## config.mk

```make
export PLATFORM = sky130hd
export DESIGN_NAME = bounded_array_list_engine
export DESIGN_NICKNAME = d
export VERILOG_FILES = /design/src/hw/rtl/bale_pkg.sv /design/src/hw/rtl/bale_ram.sv /design/src/hw/rtl/bounded_array_list_engine.sv
export SDC_FILE = /design/constraint.sdc
export NUM_CORES = 1
export LEC_CHECK = 0
export BUFFER_PORTS_ARGS = -buffer_cell sky130_fd_sc_hd__buf_2
export CAP_MARGIN = 20
export CORE_AREA = 2 2 213 215
export DETAILED_ROUTE_END_ITERATION = 6
export DIE_AREA = 0 0 215 217
export PLACE_DENSITY = 0.77
export SYNTH_ARGS = -nofsm -noshare
export SYNTH_HDL_FRONTEND = slang
export SYNTH_SLANG_ARGS = --single-unit
```

## constraint.sdc

```tcl
create_clock -name clock -period 11.3 [get_ports clock]
set_input_delay 1.695 -clock clock [delete_from_list [all_inputs] [get_ports clock]]
set_output_delay 1.695 -clock clock [all_outputs]
set_load 0.01 [all_outputs]
```

## src/hw/rtl/bale_pkg.sv

```systemverilog
`timescale 1ns / 1ps
// ----------------------------------------------------------------------------
// Bounded array list engine package
// Shared sizes, operation and status codes, and the transaction structs.
// ----------------------------------------------------------------------------
package bale_pkg;

   // Number of entries the list can hold.
   localparam int CAPACITY = 16;

   localparam int VAL_W  = 32;
   localparam int OP_W   = 3;
   localparam int POS_W  = 4;
   localparam int ECNT_W = 5;
   localparam int ST_W   = 2;

   // Entry index and entry count widths follow the capacity.
   localparam int IDX_W  = $clog2(CAPACITY);
   localparam int CNT_W  = $clog2(CAPACITY + 1);
   localparam int CMP_W  = (CNT_W > POS_W) ? CNT_W : POS_W;

   localparam logic [OP_W-1:0] OP_APPEND = 3'd0;
   localparam logic [OP_W-1:0] OP_HEAD   = 3'd1;
   localparam logic [OP_W-1:0] OP_SORTED = 3'd2;
   localparam logic [OP_W-1:0] OP_REMOVE = 3'd3;
   localparam logic [OP_W-1:0] OP_READ   = 3'd4;

   localparam logic [ST_W-1:0] ST_DONE   = 2'd0;
   localparam logic [ST_W-1:0] ST_FULL   = 2'd1;
   localparam logic [ST_W-1:0] ST_BADPOS = 2'd2;

   typedef struct packed {
      logic [OP_W-1:0]         operation;
      logic signed [VAL_W-1:0] value;
      logic [POS_W-1:0]        position;
   } req_type;

   typedef struct packed {
      logic signed [VAL_W-1:0] read_value;
      logic [ECNT_W-1:0]       entry_count;
      logic                    is_full;
      logic                    is_empty;
      logic [ST_W-1:0]         status;
   } rsp_type;

endpackage

```

## src/hw/rtl/bale_ram.sv

```systemverilog
`timescale 1ns / 1ps
// ----------------------------------------------------------------------------
// Generic RAM
// One write port and one read port with registered read data.
// ----------------------------------------------------------------------------
module bale_ram #(
   parameter int WIDTH = 32,
   parameter int DEPTH = 16
) (
   input  logic                     clock,
   input  logic                     wr_en,
   input  logic [$clog2(DEPTH)-1:0] wr_addr,
   input  logic [WIDTH-1:0]         wr_data,
   input  logic                     rd_en,
   input  logic [$clog2(DEPTH)-1:0] rd_addr,
   output logic [WIDTH-1:0]         rd_data
);

   logic [WIDTH-1:0] mem_ff [DEPTH];
   logic [WIDTH-1:0] rd_data_ff;

   always_ff @(posedge clock) begin
      if (wr_en) begin
         mem_ff[wr_addr] <= wr_data;
      end
      if (rd_en) begin
         rd_data_ff <= mem_ff[rd_addr];
      end
   end

   assign rd_data = rd_data_ff;

endmodule

```

## src/hw/rtl/bounded_array_list_engine.sv

```systemverilog
`timescale 1ns / 1ps
// ----------------------------------------------------------------------------
// Bounded array list engine
// A fixed-capacity list of signed 32-bit values held in a RAM, with append,
// insert at head, sorted insert, remove at index and read at index.
// ----------------------------------------------------------------------------
//
// Channel   Direction  Handshake              Payload
// request   in         start high, busy low   req_payload (req_type)
// response  out        rsp_strobe, one cycle  rsp_payload (rsp_type)
//
// Every transaction produces exactly one response, which appears on the
// response ports for one cycle after the work is done. A rejected insert, a
// bad index or an unused operation code responds the cycle after acceptance;
// a read passes through S_READ and an append through S_WALK, with nothing
// to move, and S_FINISH. Insert at head and sorted insert walk over every
// entry, and a remove at index walks over the entries after the position,
// because entries are moved one per cycle through the single RAM read port
// and its registered read data, and the walk ends in S_FINISH; an insert into
// an empty list or a removal of the last entry moves nothing, like an append.
// The reset is synchronous and clears the count and the sequencer; the entry
// RAM is not cleared, since no entry at or above the count is ever read. The
// receiver cannot stall the response, and busy is low again in the cycle the
// response is shown.
//
module bounded_array_list_engine
   import bale_pkg::*;
(
   input  logic    clock,
   input  logic    reset,
   input  logic    start,
   output logic    busy,
   input  req_type req_payload,
   output logic    rsp_strobe,
   output rsp_type rsp_payload
);

   // Sequencer states.
   localparam logic [1:0] S_IDLE   = 2'd0;
   localparam logic [1:0] S_WALK   = 2'd1;
   localparam logic [1:0] S_FINISH = 2'd2;
   localparam logic [1:0] S_READ   = 2'd3;

   // Control state.
   logic [1:0]       state_ff, state_in;
   logic [CNT_W-1:0] count_ff, count_in;
   logic [CNT_W-1:0] walk_cnt_ff, walk_cnt_in;
   logic             pend_ff, pend_in;
   logic             rsp_strobe_ff, rsp_strobe_in;

   // Working registers of the current transaction.
   logic [OP_W-1:0]         op_ff, op_in;
   logic signed [VAL_W-1:0] val_ff, val_in;
   logic [IDX_W-1:0]        ptr_ff, ptr_in;
   logic [IDX_W-1:0]        slot_ff, slot_in;
   logic [IDX_W-1:0]        pend_addr_ff, pend_addr_in;
   rsp_type                 rsp_ff, rsp_in;

   // Entry RAM port signals.
   logic             ram_wr_en;
   logic [IDX_W-1:0] ram_wr_addr;
   logic [VAL_W-1:0] ram_wr_data;
   logic             ram_rd_en;
   logic [IDX_W-1:0] ram_rd_addr;
   logic [VAL_W-1:0] ram_rd_data;

   bale_ram #(
      .WIDTH(VAL_W),
      .DEPTH(CAPACITY)
   ) u_entries (
      .clock  (clock),
      .wr_en  (ram_wr_en),
      .wr_addr(ram_wr_addr),
      .wr_data(ram_wr_data),
      .rd_en  (ram_rd_en),
      .rd_addr(ram_rd_addr),
      .rd_data(ram_rd_data)
   );

   // The sequencer walks the list one entry per cycle. Reads are issued at
   // ptr_ff; the data comes back through the registered read port, tagged by
   // pend_ff and pend_addr_ff, and is written to its new slot as it arrives.
   // Inserts walk downward from the tail and removals walk upward from the
   // gap, so no write ever lands on an address that is still to be read.
   always_comb begin
      logic [CMP_W-1:0]        pos_v;
      logic [CMP_W-1:0]        cnt_v;
      logic                    fin_v;
      logic [ST_W-1:0]         st_v;
      logic signed [VAL_W-1:0] rdv_v;
      logic                    issue_v;
      logic                    move_v;

      pos_v   = CMP_W'(req_payload.position);
      cnt_v   = CMP_W'(count_ff);
      fin_v   = 1'b0;
      st_v    = ST_DONE;
      rdv_v   = '0;
      issue_v = walk_cnt_ff != '0;
      move_v  = 1'b0;

      state_in      = state_ff;
      count_in      = count_ff;
      walk_cnt_in   = walk_cnt_ff;
      pend_in       = 1'b0;
      rsp_strobe_in = 1'b0;
      op_in         = op_ff;
      val_in        = val_ff;
      ptr_in        = ptr_ff;
      slot_in       = slot_ff;
      pend_addr_in  = pend_addr_ff;
      rsp_in        = rsp_ff;

      ram_wr_en   = 1'b0;
      ram_wr_addr = slot_ff;
      ram_wr_data = val_ff;
      ram_rd_en   = 1'b0;
      ram_rd_addr = ptr_ff;

      case (state_ff)
         S_IDLE: begin
            if (start) begin
               case (req_payload.operation)
                  OP_APPEND, OP_HEAD, OP_SORTED: begin
                     if (count_ff >= CNT_W'(CAPACITY)) begin
                        fin_v = 1'b1;
                        st_v  = ST_FULL;
                     end else begin
                        // The new value starts in the slot at the tail.
                        op_in    = req_payload.operation;
                        val_in   = req_payload.value;
                        slot_in  = IDX_W'(count_ff);
                        ptr_in   = IDX_W'(count_ff - CNT_W'(1));
                        state_in = S_WALK;
                        if (req_payload.operation == OP_APPEND) begin
                           walk_cnt_in = '0;
                        end else begin
                           walk_cnt_in = count_ff;
                        end
                     end
                  end
                  OP_REMOVE, OP_READ: begin
                     if (pos_v >= cnt_v) begin
                        fin_v = 1'b1;
                        st_v  = ST_BADPOS;
                     end else if (req_payload.operation == OP_READ) begin
                        ram_rd_en   = 1'b1;
                        ram_rd_addr = IDX_W'(req_payload.position);
                        state_in    = S_READ;
                     end else begin
                        op_in       = req_payload.operation;
                        ptr_in      = IDX_W'(pos_v + CMP_W'(1));
                        walk_cnt_in = CNT_W'(cnt_v - pos_v - CMP_W'(1));
                        state_in    = S_WALK;
                     end
                  end
                  default: begin
                     fin_v = 1'b1;
                  end
               endcase
            end
         end
         S_WALK: begin
            if (issue_v) begin
               ram_rd_en    = 1'b1;
               ram_rd_addr  = ptr_ff;
               pend_in      = 1'b1;
               pend_addr_in = ptr_ff;
               walk_cnt_in  = walk_cnt_ff - CNT_W'(1);
               if (op_ff == OP_REMOVE) begin
                  ptr_in = ptr_ff + IDX_W'(1);
               end else begin
                  ptr_in = ptr_ff - IDX_W'(1);
               end
            end
            if (pend_ff) begin
               ram_wr_data = ram_rd_data;
               if (op_ff == OP_REMOVE) begin
                  // Close the gap: each later entry moves down one slot.
                  ram_wr_en   = 1'b1;
                  ram_wr_addr = pend_addr_ff - IDX_W'(1);
               end else begin
                  // At the head every entry moves; a sorted insert moves only
                  // the entries larger than the new value, each into the slot
                  // that the value held so far.
                  move_v = (op_ff == OP_HEAD) || (val_ff < $signed(ram_rd_data));
                  if (move_v) begin
                     ram_wr_en   = 1'b1;
                     ram_wr_addr = slot_ff;
                     slot_in     = pend_addr_ff;
                  end
               end
            end
            if (!issue_v && !pend_ff) begin
               state_in = S_FINISH;
            end
         end
         S_FINISH: begin
            if (op_ff == OP_REMOVE) begin
               count_in = count_ff - CNT_W'(1);
            end else begin
               ram_wr_en   = 1'b1;
               ram_wr_addr = slot_ff;
               ram_wr_data = val_ff;
               count_in    = count_ff + CNT_W'(1);
            end
            fin_v    = 1'b1;
            state_in = S_IDLE;
         end
         S_READ: begin
            rdv_v    = $signed(ram_rd_data);
            fin_v    = 1'b1;
            state_in = S_IDLE;
         end
         default: begin
            state_in = S_IDLE;
         end
      endcase

      if (fin_v) begin
         rsp_strobe_in      = 1'b1;
         rsp_in.read_value  = rdv_v;
         rsp_in.entry_count = ECNT_W'(count_in);
         rsp_in.is_full     = count_in == CNT_W'(CAPACITY);
         rsp_in.is_empty    = count_in == '0;
         rsp_in.status      = st_v;
      end
   end

   always_ff @(posedge clock) begin
      if (reset) begin
         state_ff      <= S_IDLE;
         count_ff      <= '0;
         walk_cnt_ff   <= '0;
         pend_ff       <= 1'b0;
         rsp_strobe_ff <= 1'b0;
      end else begin
         state_ff      <= state_in;
         count_ff      <= count_in;
         walk_cnt_ff   <= walk_cnt_in;
         pend_ff       <= pend_in;
         rsp_strobe_ff <= rsp_strobe_in;
      end
   end

   always_ff @(posedge clock) begin
      op_ff        <= op_in;
      val_ff       <= val_in;
      ptr_ff       <= ptr_in;
      slot_ff      <= slot_in;
      pend_addr_ff <= pend_addr_in;
      rsp_ff       <= rsp_in;
   end

   assign busy        = state_ff != S_IDLE;
   assign rsp_strobe  = rsp_strobe_ff;
   assign rsp_payload = rsp_ff;

`ifndef SYNTHESIS
   // The count never passes the capacity.
   a_count_bound: assert property (@(posedge clock) disable iff (reset)
      count_ff <= CNT_W'(CAPACITY))
      else $error("entry count above capacity");

   // The count changes only in the finishing cycle of an insert or remove.
   a_count_stable: assert property (@(posedge clock) disable iff (reset)
      (state_ff != S_FINISH) |=> $stable(count_ff))
      else $error("entry count changed outside the finishing cycle");

   // A finishing cycle is always followed by a response.
   a_finish_rsp: assert property (@(posedge clock) disable iff (reset)
      (state_ff == S_FINISH) |=> rsp_strobe)
      else $error("finished transaction gave no response");

   // A rejected insert reports a full list.
   a_reject_full: assert property (@(posedge clock) disable iff (reset)
      (rsp_strobe && rsp_payload.status == ST_FULL) |-> rsp_payload.is_full)
      else $error("insert rejected on a list that is not full");

   // Read data is only outstanding while walking the list.
   a_pend_walk: assert property (@(posedge clock) disable iff (reset)
      pend_ff |-> (state_ff == S_WALK))
      else $error("outstanding read outside the walk");
`endif

endmodule

```

### Word level (Yosys, flattened, before mapping)

Memory sizes are Yosys's and may differ from the RTL's. A register that Yosys moved wholly into a read port is not among the register bits.
Cells that the tools add are included.

| storage, ports and cells | value |
|---|---|
| bits in registers | 102 |
| output and inout port bits | 43 |
| word-level logic and storage cells | 145 |
| bits in writable memories | 512 |
| memories kept | 1 |
| bits of input ports | 42 |

Memories:

| name | words | width | read ports | clocked after Yosys merged registers in | write ports | line | RTL |
|---|---|---|---|---|---|---|---|
| u_entries.mem_ff | 16 | 32 | 1 | 1 | 1 | bale_ram.sv:19 | `logic [WIDTH-1:0] mem_ff [DEPTH];` |

| operators by class | value |
|---|---|
| equality and inequality tests | 25 |
| add/subtract/negate cells | 9 |
| mux-type cells | 68 |
| bitwise logic cells | 2 |
| reduce and logical (&&, ||, !) cells | 22 |
| $lt $le $gt $ge | 3 |

Operator list:

| kind | count |
|---|---|
| 4-bit 2-to-1 mux | 20 |
| 32-bit 2-to-1 mux | 2 |
| 5-bit 2-to-1 mux | 8 |
| 32-bit less-than comparator | 1 |
| 4-bit one-hot mux with 2 select lines | 3 |
| 2-bit inequality test (second input constant) | 10 |
| 5-bit one-hot mux with 2 select lines | 2 |
| 1-bit 2-to-1 mux | 16 |
| 5-bit by 1-bit subtractor with 5-bit output (second input constant) | 3 |
| 7-bit AND reduction | 2 |
| 2-bit 2-to-1 mux | 6 |
| 3-bit by 2-bit equality test with 1-bit output (second input constant) | 3 |
| 3-bit 2-to-1 mux | 3 |
| 3-bit inequality test (second input constant) | 3 |
| 4-bit by 1-bit adder with 4-bit output (second input constant) | 2 |
| 1-bit one-hot mux with 2 select lines | 4 |
| 2-bit one-hot mux with 2 select lines | 2 |
| 4-bit by 1-bit subtractor with 4-bit output (second input constant) | 2 |
| 3-bit by 1-bit equality test with 1-bit output (second input constant) | 2 |
| 2-bit one-hot mux with 3 select lines | 1 |
| 3-bit one-hot mux with 2 select lines | 1 |
| 6-bit AND reduction | 1 |
| 2-bit nonzero test | 3 |
| 2-bit OR reduction | 3 |
| 22 further kinds | 26 |

### Logic depth before layout (Yosys ltp)

Gate-level depths: netlist of the first run.

| depth | value |
|---|---|
| depth after elaboration | 8 |
| gate-level depth with buffers | 13 |
| gate-level depth less buffers | 10 |

### Modules after synthesis

From an unflattened synthesis of the first run, not the netlist that was laid out.

| unflattened totals | value |
|---|---|
| cells, all modules | 1,393 |
| area total of the unflattened synthesis | 25,943.6 sq um |

Modules (own cells, without submodules):

| module | instances | cells an instance | area an instance (sq um) |
|---|---|---|---|
| bale_ram | 1 | 838 | 20,174.3 |
| bounded_array_list_engine | 1 | 555 | 5,769.3 |

### Worst setup path before layout of the first run

Ideal clock, no wire load.

| timing path | value |
|---|---|
| path kind | register to register |
| start point | register val_ff[31] |
| end point | memory u_entries.mem_ff[10][0] (enable) |
| stages on the path, launching flop included | 9 |
| data required time | 10,798 ps |
| arrival time | 5,078 ps |
| path buffers | 0 |
| path slack | 5,721 ps |
| period minus slack after synthesis | 5,579 ps |
| cells stage by stage | edfxtp_1 ha_1 nand4_1 nor4_1 a221o_1 or2_2 o21ai_0 a21oi_1 nor4_1 |

| between the ends | value |
|---|---|
| cells in the longest elaborated chain, start to end | 8 |

Ends and longest elaborated chain:

| item | line | RTL |
|---|---|---|
| start: declaration | bounded_array_list_engine.sv:53 | `logic signed [VAL_W-1:0] val_ff, val_in;` |
| start signal: assignment | bounded_array_list_engine.sv:248 | `val_ff <= val_in;` |
| 32-bit less-than comparator | bounded_array_list_engine.sv:186 | `move_v = (op_ff == OP_HEAD) \|\| (val_ff < $signed(ram_rd_data));` |
| 1-bit logical OR | bounded_array_list_engine.sv:186 |  |
| 1-bit 2-to-1 mux | bounded_array_list_engine.sv:187 | `if (move_v) begin` |
| 1-bit 2-to-1 mux | bounded_array_list_engine.sv:178 | `if (op_ff == OP_REMOVE) begin` |
| 1-bit 2-to-1 mux | bounded_array_list_engine.sv:176 | `if (pend_ff) begin` |
| 1-bit one-hot mux with 2 select lines | bounded_array_list_engine.sv:120 | `case (state_ff)` |
| 1-bit 2-to-1 mux | bale_ram.sv:23 | `if (wr_en) begin` |
| 1-bit 2-to-1 mux (implied by the code) | bale_ram.sv:24 | `mem_ff[wr_addr] <= wr_data;` |
| end: declaration | bale_ram.sv:19 |  |

No other way between the ends.

### Worst setup path after layout of the first run

| timing path | value |
|---|---|
| start point | input port req_payload[2] (netlist bit) |
| end point | register u_entries.rd_data_ff[20], in the netlist u_entries.rd_data[20], read port of u_entries.mem_ff (data pin) |

| between the ends | value |
|---|---|
| cells in the longest elaborated chain, start to end | 5 |
| elaborated cells between the ends (all ways) | 10 |

Ends and longest elaborated chain:

| item | line | RTL |
|---|---|---|
| start: declaration | bounded_array_list_engine.sv:33 | `input req_type req_payload,` |
| 4-bit by 5-bit greater-or-equal comparator with 1-bit output / 4-bit 2-to-1 mux (equally long branches) | bounded_array_list_engine.sv:143, bounded_array_list_engine.sv:146 |  |
| 1-bit 2-to-1 mux / 4-bit 2-to-1 mux (equally long branches) | bounded_array_list_engine.sv:143 | `if (pos_v >= cnt_v) begin` |
| 1-bit 2-to-1 mux / 4-bit 2-to-1 mux (equally long branches) | bounded_array_list_engine.sv:123 | `case (req_payload.operation)` |
| 1-bit 2-to-1 mux / 4-bit 2-to-1 mux (equally long branches) | bounded_array_list_engine.sv:122 | `if (start) begin` |
| 1-bit one-hot mux with 2 select lines / 4-bit 2-to-1 mux (equally long branches) | n/a |  |
| end: declaration | bale_ram.sv:20 | `logic [WIDTH-1:0] rd_data_ff;` |

Parallel ways exist; a longest one is shown, timed or not.
A chain may end at the register's enable or synchronous reset.

==> results_dict.tcl, run 1 <==
set metrics [dict create \
    clk_pin_slew_ns 0.06 \
    tritoncts "done" \
    finish.net_count 1845 \
    grt_start_max_net_pins 145 \
    antenna_found_initial 0 \
    drv_cap 0 \
    first_global_vias 14713 \
    synth.ff_latch_count 646 \
    io-pin-count 85 \
    floorplan.initialDensity 0.589 \
    postCtsSetupBuffers 0 \
    post-dp-hpwl_um 31200 \
    vias 14763 \
    cts_made_buffers 60 \
    area_delta_synth_final_pct 12.8 \
    worst_hold_path_type "reg2reg" \
    vdd_drop_max_uv 209 \
    die_width_um 215 \
    worst_path_buf_inv 4 \
    post_synth_edffs 632 \
    drcViolationCount 0 \
    critPathCaptureType "flop" \
    rsz0062_at_grt "no" \
    asr_flop_ratio_synth 0 \
    ff2ff_path_depth 10 \
    reg2reg_slack_ns 6.29 \
    slowest_cp_cell "sky130_fd_sc_hd__buf_4" \
    slew_headroom 0.211 \
    drt_iter0_markers 1640 \
    drt.antenna.violating_nets 0 \
    clk_path_buf_depth 3 \
    gp_routability_congestion 0.856 \
    drt-vias-per-instance 6.15 \
    type_of_origin_of_the_critical_path "input port" \
    worstReg2RegEnd "u_entries.rd_data[20]$_DFFE_PP_" \
    syn_inst 1620 \
    worst_hold_path.endpoint "walk_cnt_ff[0]$_SDFFE_PP0P_" \
    place.port_buffers 84 \
    layout-drive-gt1-share 0.153 \
    syn-num-nets 1713 \
    critical_path_arrival_ns 6.18 \
    worst_path_dominant_cell_family "buffers and inverters" \
    ys.flop_type "sky130_fd_sc_hd__edfxtp_1" \
    htree_levels 2 \
    hold_path_depth 2 \
    hold_path_startpoint "walk_cnt_ff[0]$_SDFFE_PP0P_" \
    hold_viol_final 0 \
    setup_viol 0 \
    yosys_warnings 0 \
    wl_per_cell_um 24.8 \
    row_count 78 \
    grt_first_pass_wirelength_um 89200 \
    critical_path.cell_chain "buf_2 -> inv_1 -> ha_1 -> nand2_1 -> o21ai_1 -> a31o_1 -> mux2i_4 -> buf_4 -> buf_4 -> mux2i_1 -> o22ai_1 -> or4_1" \
    required_time_worst_endpoint_ns 11.65 \
    critPathMaxFanout 57 \
    critical-path-max-stage-delay_ns 0.86 \
    post-layout-total-power_uw 6830 \
    final_util 0.664 \
    ys_seq_area_frac 0.732 \
    power_density_nw_per_um2 230 \
    die_area_sq_um 46700 \
    core_region_area_sq_um 44700 \
    synth.avg_cell_area_sq_um 16.2 \
    finalCritPeriodShare 0.516 \
    timing.setup.tns_ns 0 \
    synth.lib_cells_used.distinct 61 \
    insertion_delay_ns 0.63 \
    post_synth_instance_area_sq_um 26300 \
    die_height_um 217 \
    timing.critical_path.from "req_payload[2]" \
    grt_use_total 0.257 \
    drt_pre_antenna_iters 5 \
    outcome "completed" \
    ant_diodes 0 \
    globalRoute.totalOverflow 0 \
    reg_to_reg_start "count_ff[2]$_SDFF_PP0_" \
    drt-total-wl_um 59600 \
    ctsRootBufferMaster "sky130_fd_sc_hd__clkbuf_16" \
    maxClockFrequency_ghz 0.172 \
    tritoncts_num_sinks 646 \
    placed_cells 2289 \
    timing.clock.skew_ns 0.0200 \
    finalMaxSlewViolations 0 \
    power.static_leakage_uw 0.0106 \
    final_cells 2401 \
    cts_resized 0 \
    timing_worst_slew_pin_value_ns 1.18 \
    path_common_cell "sky130_fd_sc_hd__buf_4" \
    final_period_minus_worst_setup_slack_ns 5.83 \
    category_of_the_most_critical_setup_path "in2reg" \
    post_cts_hold_buffer_count 0 \
]
## cells by family after synthesis
kind of cell | Yosys count | synth area share
XOR/XNOR | 18 | 0.00599
buffers and inverters | 132 | 0.0256
adder cells (fa/ha/maj) | 51 | 0.0248
AO/OA/AOI/OAI | 260 | 0.0611
flip-flops | 646 | 0.732
multiplexers | 265 | 0.101
AND/OR/NAND/NOR | 248 | 0.0497
## report_power, final
part | switching [uW] | internal, uW | leakage (uW)
clock | 852 | 1190 | 0.000988
sequential | 89.1 | 2940 | 0.00584
combinational | 1110 | 649 | 0.00382
## worst max-delay path by stage
stage / to / slack (ns) / depth (start not counted)
global route: u_entries.rd_data[20]$_DFFE_PP_ / 5.31 / 12
finish: u_entries.rd_data[20]$_DFFE_PP_ / 5.47 / 12
floorplan: u_entries.mem_ff[10][0]$_DFFE_PP_ / 5.72 / 8
CTS: u_entries.rd_data[20]$_DFFE_PP_ / 5.56 / 12
detailed placement: u_entries.rd_data[20]$_DFFE_PP_ / 4.98 / 12
global placement: u_entries.rd_data[19]$_DFFE_PP_ / 5.10 / 12
## cell type report
type	count	area [sq um]
clock inverters	36	364
multi-input cells	842	6550
repair buffers	148	906
flip-flops and latches	646	19300
fillers	3085	15000
inverters	54	203
well taps	600	751
clock buffers	75	1650
## metal layers
metal  share of wire  GRT usage  vias to the layer above
met5               0          0                        -
met1            0.41      0.356                     7370
li1                -          -                     6587
met2            0.48      0.427                      691
met3           0.083     0.0408                      115
met4           0.026     0.0802                        0
## tightest hold or removal path, delay by kind of cell (launching register included)
family,cells,cell delay (ns)
AOI/OAI and AO/OA,1,0.06
DFF,1,0.32
buffers and inverters,1,0.08
## registers in the layout (all words and copies together) (netlist names)
name / cells
u_entries.mem_ff: 512
rsp_payload: 41
u_entries.rd_data: 32
val_ff: 32
count_ff: 5
walk_cnt_ff: 5
pend_addr_ff: 4
ptr_ff: 4
slot_ff: 4
op_ff: 3
state_ff: 2
pend_ff: 1
rsp_strobe: 1
## per-stage QoR
step / cell area [sq um] / worst slack (ns) / hold slack [ns]
detailed placement: 27700 / 4.98 / 0.496
finish: 29700 / 5.47 / 0.502
floorplan: 26300 / 5.72 / 0.460
global placement: 27600 / 5.10 / 0.478
global route: 29700 / 5.31 / 0.545
CTS: 29700 / 5.56 / 0.503
## cell usage after synthesis, types with 3 or more instances
| library cell | n | area [sq um] |
|---|---|---|
| sky130_fd_sc_hd__o21a_1 | 6 | 45.0 |
| sky130_fd_sc_hd__nor2b_1 | 6 | 37.5 |
| sky130_fd_sc_hd__and2_1 | 33 | 206 |
| sky130_fd_sc_hd__buf_6 | 5 | 56.3 |
| sky130_fd_sc_hd__a21o_1 | 4 | 30.0 |
| sky130_fd_sc_hd__a21oi_1 | 35 | 175 |
| sky130_fd_sc_hd__a221oi_1 | 3 | 26.3 |
| sky130_fd_sc_hd__nor2_1 | 38 | 143 |
| sky130_fd_sc_hd__clkbuf_1 | 24 | 90.1 |
| sky130_fd_sc_hd__o21ai_0 | 50 | 250 |
| sky130_fd_sc_hd__or4_1 | 33 | 248 |
| sky130_fd_sc_hd__buf_2 | 16 | 80.1 |
| sky130_fd_sc_hd__o22ai_1 | 130 | 813 |
| sky130_fd_sc_hd__nand2_4 | 3 | 33.8 |
| sky130_fd_sc_hd__xnor2_1 | 13 | 114 |
| sky130_fd_sc_hd__nand4_1 | 7 | 43.8 |
| sky130_fd_sc_hd__buf_4 | 31 | 233 |
| sky130_fd_sc_hd__ha_1 | 49 | 613 |
| sky130_fd_sc_hd__nand3b_1 | 3 | 22.5 |
| sky130_fd_sc_hd__inv_1 | 54 | 203 |
| sky130_fd_sc_hd__nand3_1 | 8 | 40.0 |
| sky130_fd_sc_hd__o211ai_1 | 3 | 22.5 |
| sky130_fd_sc_hd__a211oi_1 | 4 | 30.0 |
| sky130_fd_sc_hd__xor2_1 | 5 | 43.8 |
| sky130_fd_sc_hd__nor3_1 | 10 | 50.1 |
| sky130_fd_sc_hd__edfxtp_1 | 632 | 19000 |
| sky130_fd_sc_hd__nand2_1 | 83 | 312 |
| sky130_fd_sc_hd__dfxtp_1 | 14 | 280 |
| sky130_fd_sc_hd__mux2i_1 | 262 | 2620 |
| sky130_fd_sc_hd__nand2b_1 | 7 | 43.8 |
| sky130_fd_sc_hd__nor4_1 | 6 | 37.5 |
## placed cells by master, fill, tap and decap left out, drive strengths merged, types with 4 or more instances in the layout
| cell type | instances |
|---|---|
| a211oi | 4 |
| a21o | 4 |
| a21oi | 35 |
| and2 | 33 |
| buf | 147 |
| bufinv | 7 |
| clkbuf | 75 |
| clkinv | 26 |
| dfxtp | 14 |
| edfxtp | 632 |
| ha | 49 |
| inv | 54 |
| mux2i | 262 |
| nand2 | 86 |
| nand2b | 7 |
| nand3 | 8 |
| nand4 | 7 |
| nor2 | 38 |
| nor2b | 6 |
| nor3 | 10 |
| nor4 | 6 |
| o21a | 6 |
| o21ai | 54 |
| o22ai | 130 |
| or4 | 33 |
| xnor2 | 13 |
| xor2 | 5 |
Power figures use the tool's default switching activity.
==> run 2: changes to the inputs <==
--- a/config.mk
+++ b/config.mk
@@ -7,10 +7,10 @@
 export LEC_CHECK = 0
 export BUFFER_PORTS_ARGS = -buffer_cell sky130_fd_sc_hd__buf_2
 export CAP_MARGIN = 20
-export CORE_AREA = 2 2 213 215
+export CORE_AREA = 2 2 220 222
 export DETAILED_ROUTE_END_ITERATION = 6
-export DIE_AREA = 0 0 215 217
-export PLACE_DENSITY = 0.77
+export DIE_AREA = 0 0 222 224
+export PLACE_DENSITY = 0.75
 export SYNTH_ARGS = -nofsm -noshare
 export SYNTH_HDL_FRONTEND = slang
 export SYNTH_SLANG_ARGS = --single-unit
==> constraint.sdc (replaced) <==
create_clock -name clock -period 5.2 [get_ports clock]
set_input_delay 0.78 -clock clock [delete_from_list [all_inputs] [get_ports clock]]
set_output_delay 0.78 -clock clock [all_outputs]
set_load 0.01 [all_outputs]
==> results_dict.tcl, run 2 (same netlist as run 1, synthesis figures left out) <==
set metrics [dict create \
    tritoncts_num_sinks 646 \
    floorplan.initialDensity 0.556 \
    slew_headroom 0.236 \
    finalMaxSlewViolations 0 \
    critical_path_arrival_ns 4.57 \
    grt_busiest_layer "met2" \
    layout-drive-gt1-share 0.160 \
    io-pin-count 85 \
    htree_levels 3 \
    final_util 0.638 \
    timing.critical_path.from "u_entries.rd_data[13]$_DFFE_PP_" \
    seqPwrFrac 0.436 \
    grt_use_total 0.245 \
    drt.antenna.violating_nets 0 \
    slowest_cp_cell "sky130_fd_sc_hd__a2111oi_0" \
    clk_path_buf_depth 3 \
    multi_input_comb_area_sq_um 6550 \
    timing.critical_path.to "u_entries.mem_ff[0][18]$_DFFE_PP_" \
    power.static_leakage_uw 0.0108 \
    worst_path_dominant_cell_family "simple AND/OR/NAND/NOR gates" \
    critical-path-max-stage-delay_ns 0.59 \
    hold_viol_final 0 \
    largest_reg_flops 512 \
    category_of_the_most_critical_setup_path "reg2reg" \
    die_height_um 224 \
    pwr-share-comb 0.261 \
    place.port_buffers 84 \
    core_region_area_sq_um 47300 \
    rsz0062_at_grt "no" \
    timing.clock.skew_ns 0.0300 \
    row_count 80 \
    vias 14866 \
    area_delta_synth_final_pct 14.7 \
    clk_pin_slew_ns 0.06 \
    ctsRootBufferMaster "sky130_fd_sc_hd__clkbuf_16" \
    globalRoute.totalOverflow 0 \
    cts_resized 0 \
    drt_pre_antenna_iters 6 \
    layout.filler_cells 3304 \
    power_density_nw_per_um2 500 \
    gp_routability_congestion 0.810 \
    critical_path.cell_chain "inv_1 -> ha_1 -> a21oi_1 -> o21ai_0 -> a2111oi_0 -> buf_4 -> a311oi_1 -> nor4_1 -> nand3b_1 -> nor2_4 -> buf_12" \
    timing_worst_slew_pin_value_ns 1.14 \
    finish.net_count 1871 \
    path_depth 11 \
    power.clock.fraction 0.302 \
    type_of_origin_of_the_critical_path "flop" \
    die_area_sq_um 49700 \
    worstReg2RegEnd "u_entries.mem_ff[0][18]$_DFFE_PP_" \
    drt-vias-per-instance 6.08 \
    outcome "completed" \
    global_route.usage.met1 0.334 \
    switching_power_uw 4580 \
    insertion_delay_ns 0.60 \
    reg_to_reg_start "u_entries.rd_data[13]$_DFFE_PP_" \
    final_cell_mix "sky130_fd_sc_hd__edfxtp_1 (632), sky130_fd_sc_hd__mux2i_1 (261), sky130_fd_sc_hd__o22ai_1 (130), sky130_fd_sc_hd__buf_2 (84), sky130_fd_sc_hd__nand2_1 (81)" \
    groute.layer.met2.usage 0.398 \
    postCtsSetupBuffers 0 \
    post_layout_instance_area_sq_um 30200 \
    worst_path_buf_inv 3 \
    sw_frac_of_total 0.303 \
    antenna_found_initial 1 \
    ant_diodes 0 \
    tritoncts "done" \
    storage_element_area_sq_um 19300 \
    commonest_non_fill_non_tap_cell_in_the_layout "sky130_fd_sc_hd__edfxtp_1" \
    die_width_um 222 \
    first_global_vias 14701 \
    required_time_worst_endpoint_ns 5.48 \
    post-dp-hpwl_um 33400 \
    critPathMaxFanout 20 \
    drv_cap 0 \
    drt-total-wl_um 60500 \
    wl_per_cell_um 24.8 \
    reg2reg_slack_ns 0.91 \
    grt_start_max_net_pins 41 \
    post_cts_hold_buffer_count 0 \
    setup_viol 0 \
    placed_cells 2324 \
    top_register "u_entries.mem_ff" \
    grt_first_pass_wirelength_um 89700 \
    maxClockFrequency_ghz 0.233 \
    final_period_minus_worst_setup_slack_ns 4.29 \
    groute.layer.met3.usage 0.0456 \
    finalCritPeriodShare 0.825 \
    cell_internal_pwr_uw 10500 \
    postPlaceCellArea_sq_um 28100 \
    worst_hold_path_type "in2reg" \
    final_cells 2444 \
    drcViolationCount 0 \
    ff2ff_path_depth 11 \
    drt_iter0_markers 1714 \
    cts_made_buffers 66 \
    vdd_drop_max_uv 322 \
    critPathCaptureType "flop" \
]
[run 2: per-stage QoR]
step	total power, uW	setup WS [ns]	setup TNS, ns	hold slack, ns
finish	15100	0.908	0	0.351
global placement	10500	0.773	0	0.474
global route	15700	0.665	0	0.343
detailed placement	10600	0.718	0	0.499
floorplan	9310	-0.379	-24.26	0.460
CTS	15200	0.931	0	0.328
[run 2: cell type report]
cell class / count / share of cell area
repair buffers: 168 / 0.0443
clock buffers: 83 / 0.0575
multi-input cells: 842 / 0.217
well taps: 615 / 0.0255
clock inverters: 36 / 0.0113
flip-flops and latches: 646 / 0.638
inverters: 54 / 0.00671
[run 2: per-layer routing]
layer | share of wire | vias up
met1 | 0.41 | 7428
met2 | 0.48 | 679
met3 | 0.084 | 109
met4 | 0.028 | 0
met5 | 0 | -
li1 | - | 6650
[run 2: how the worst min path moves through the flow]
| stage | from | to | slack, ns | cells after the start |
|---|---|---|---|---|
| 2_1_floorplan | walk_cnt_ff[0]$_SDFFE_PP0P_ | walk_cnt_ff[0]$_SDFFE_PP0P_ | 0.46 | 2 |
| 3_3_place_gp | walk_cnt_ff[0]$_SDFFE_PP0P_ | walk_cnt_ff[0]$_SDFFE_PP0P_ | 0.47 | 2 |
| 3_5_place_dp | walk_cnt_ff[0]$_SDFFE_PP0P_ | walk_cnt_ff[0]$_SDFFE_PP0P_ | 0.50 | 2 |
| 4_1_cts | req_payload[27] | val_ff[23]$_DFFE_PP_ | 0.33 | 1 |
| 5_1_grt | req_payload[11] | val_ff[7]$_DFFE_PP_ | 0.34 | 1 |
| 6_report | req_payload[27] | val_ff[23]$_DFFE_PP_ | 0.35 | 1 |
[run 2: power groups by stage]
stage | logic [uW] | registers, uW | clock network, uW
after floorplan | 2590 | 6720 | 0
after global placement | 3790 | 6700 | 0
after detailed placement | 3910 | 6700 | 0
after CTS | 3930 | 6600 | 4630
after global routing | 4240 | 6630 | 4810
final | 3950 | 6590 | 4570
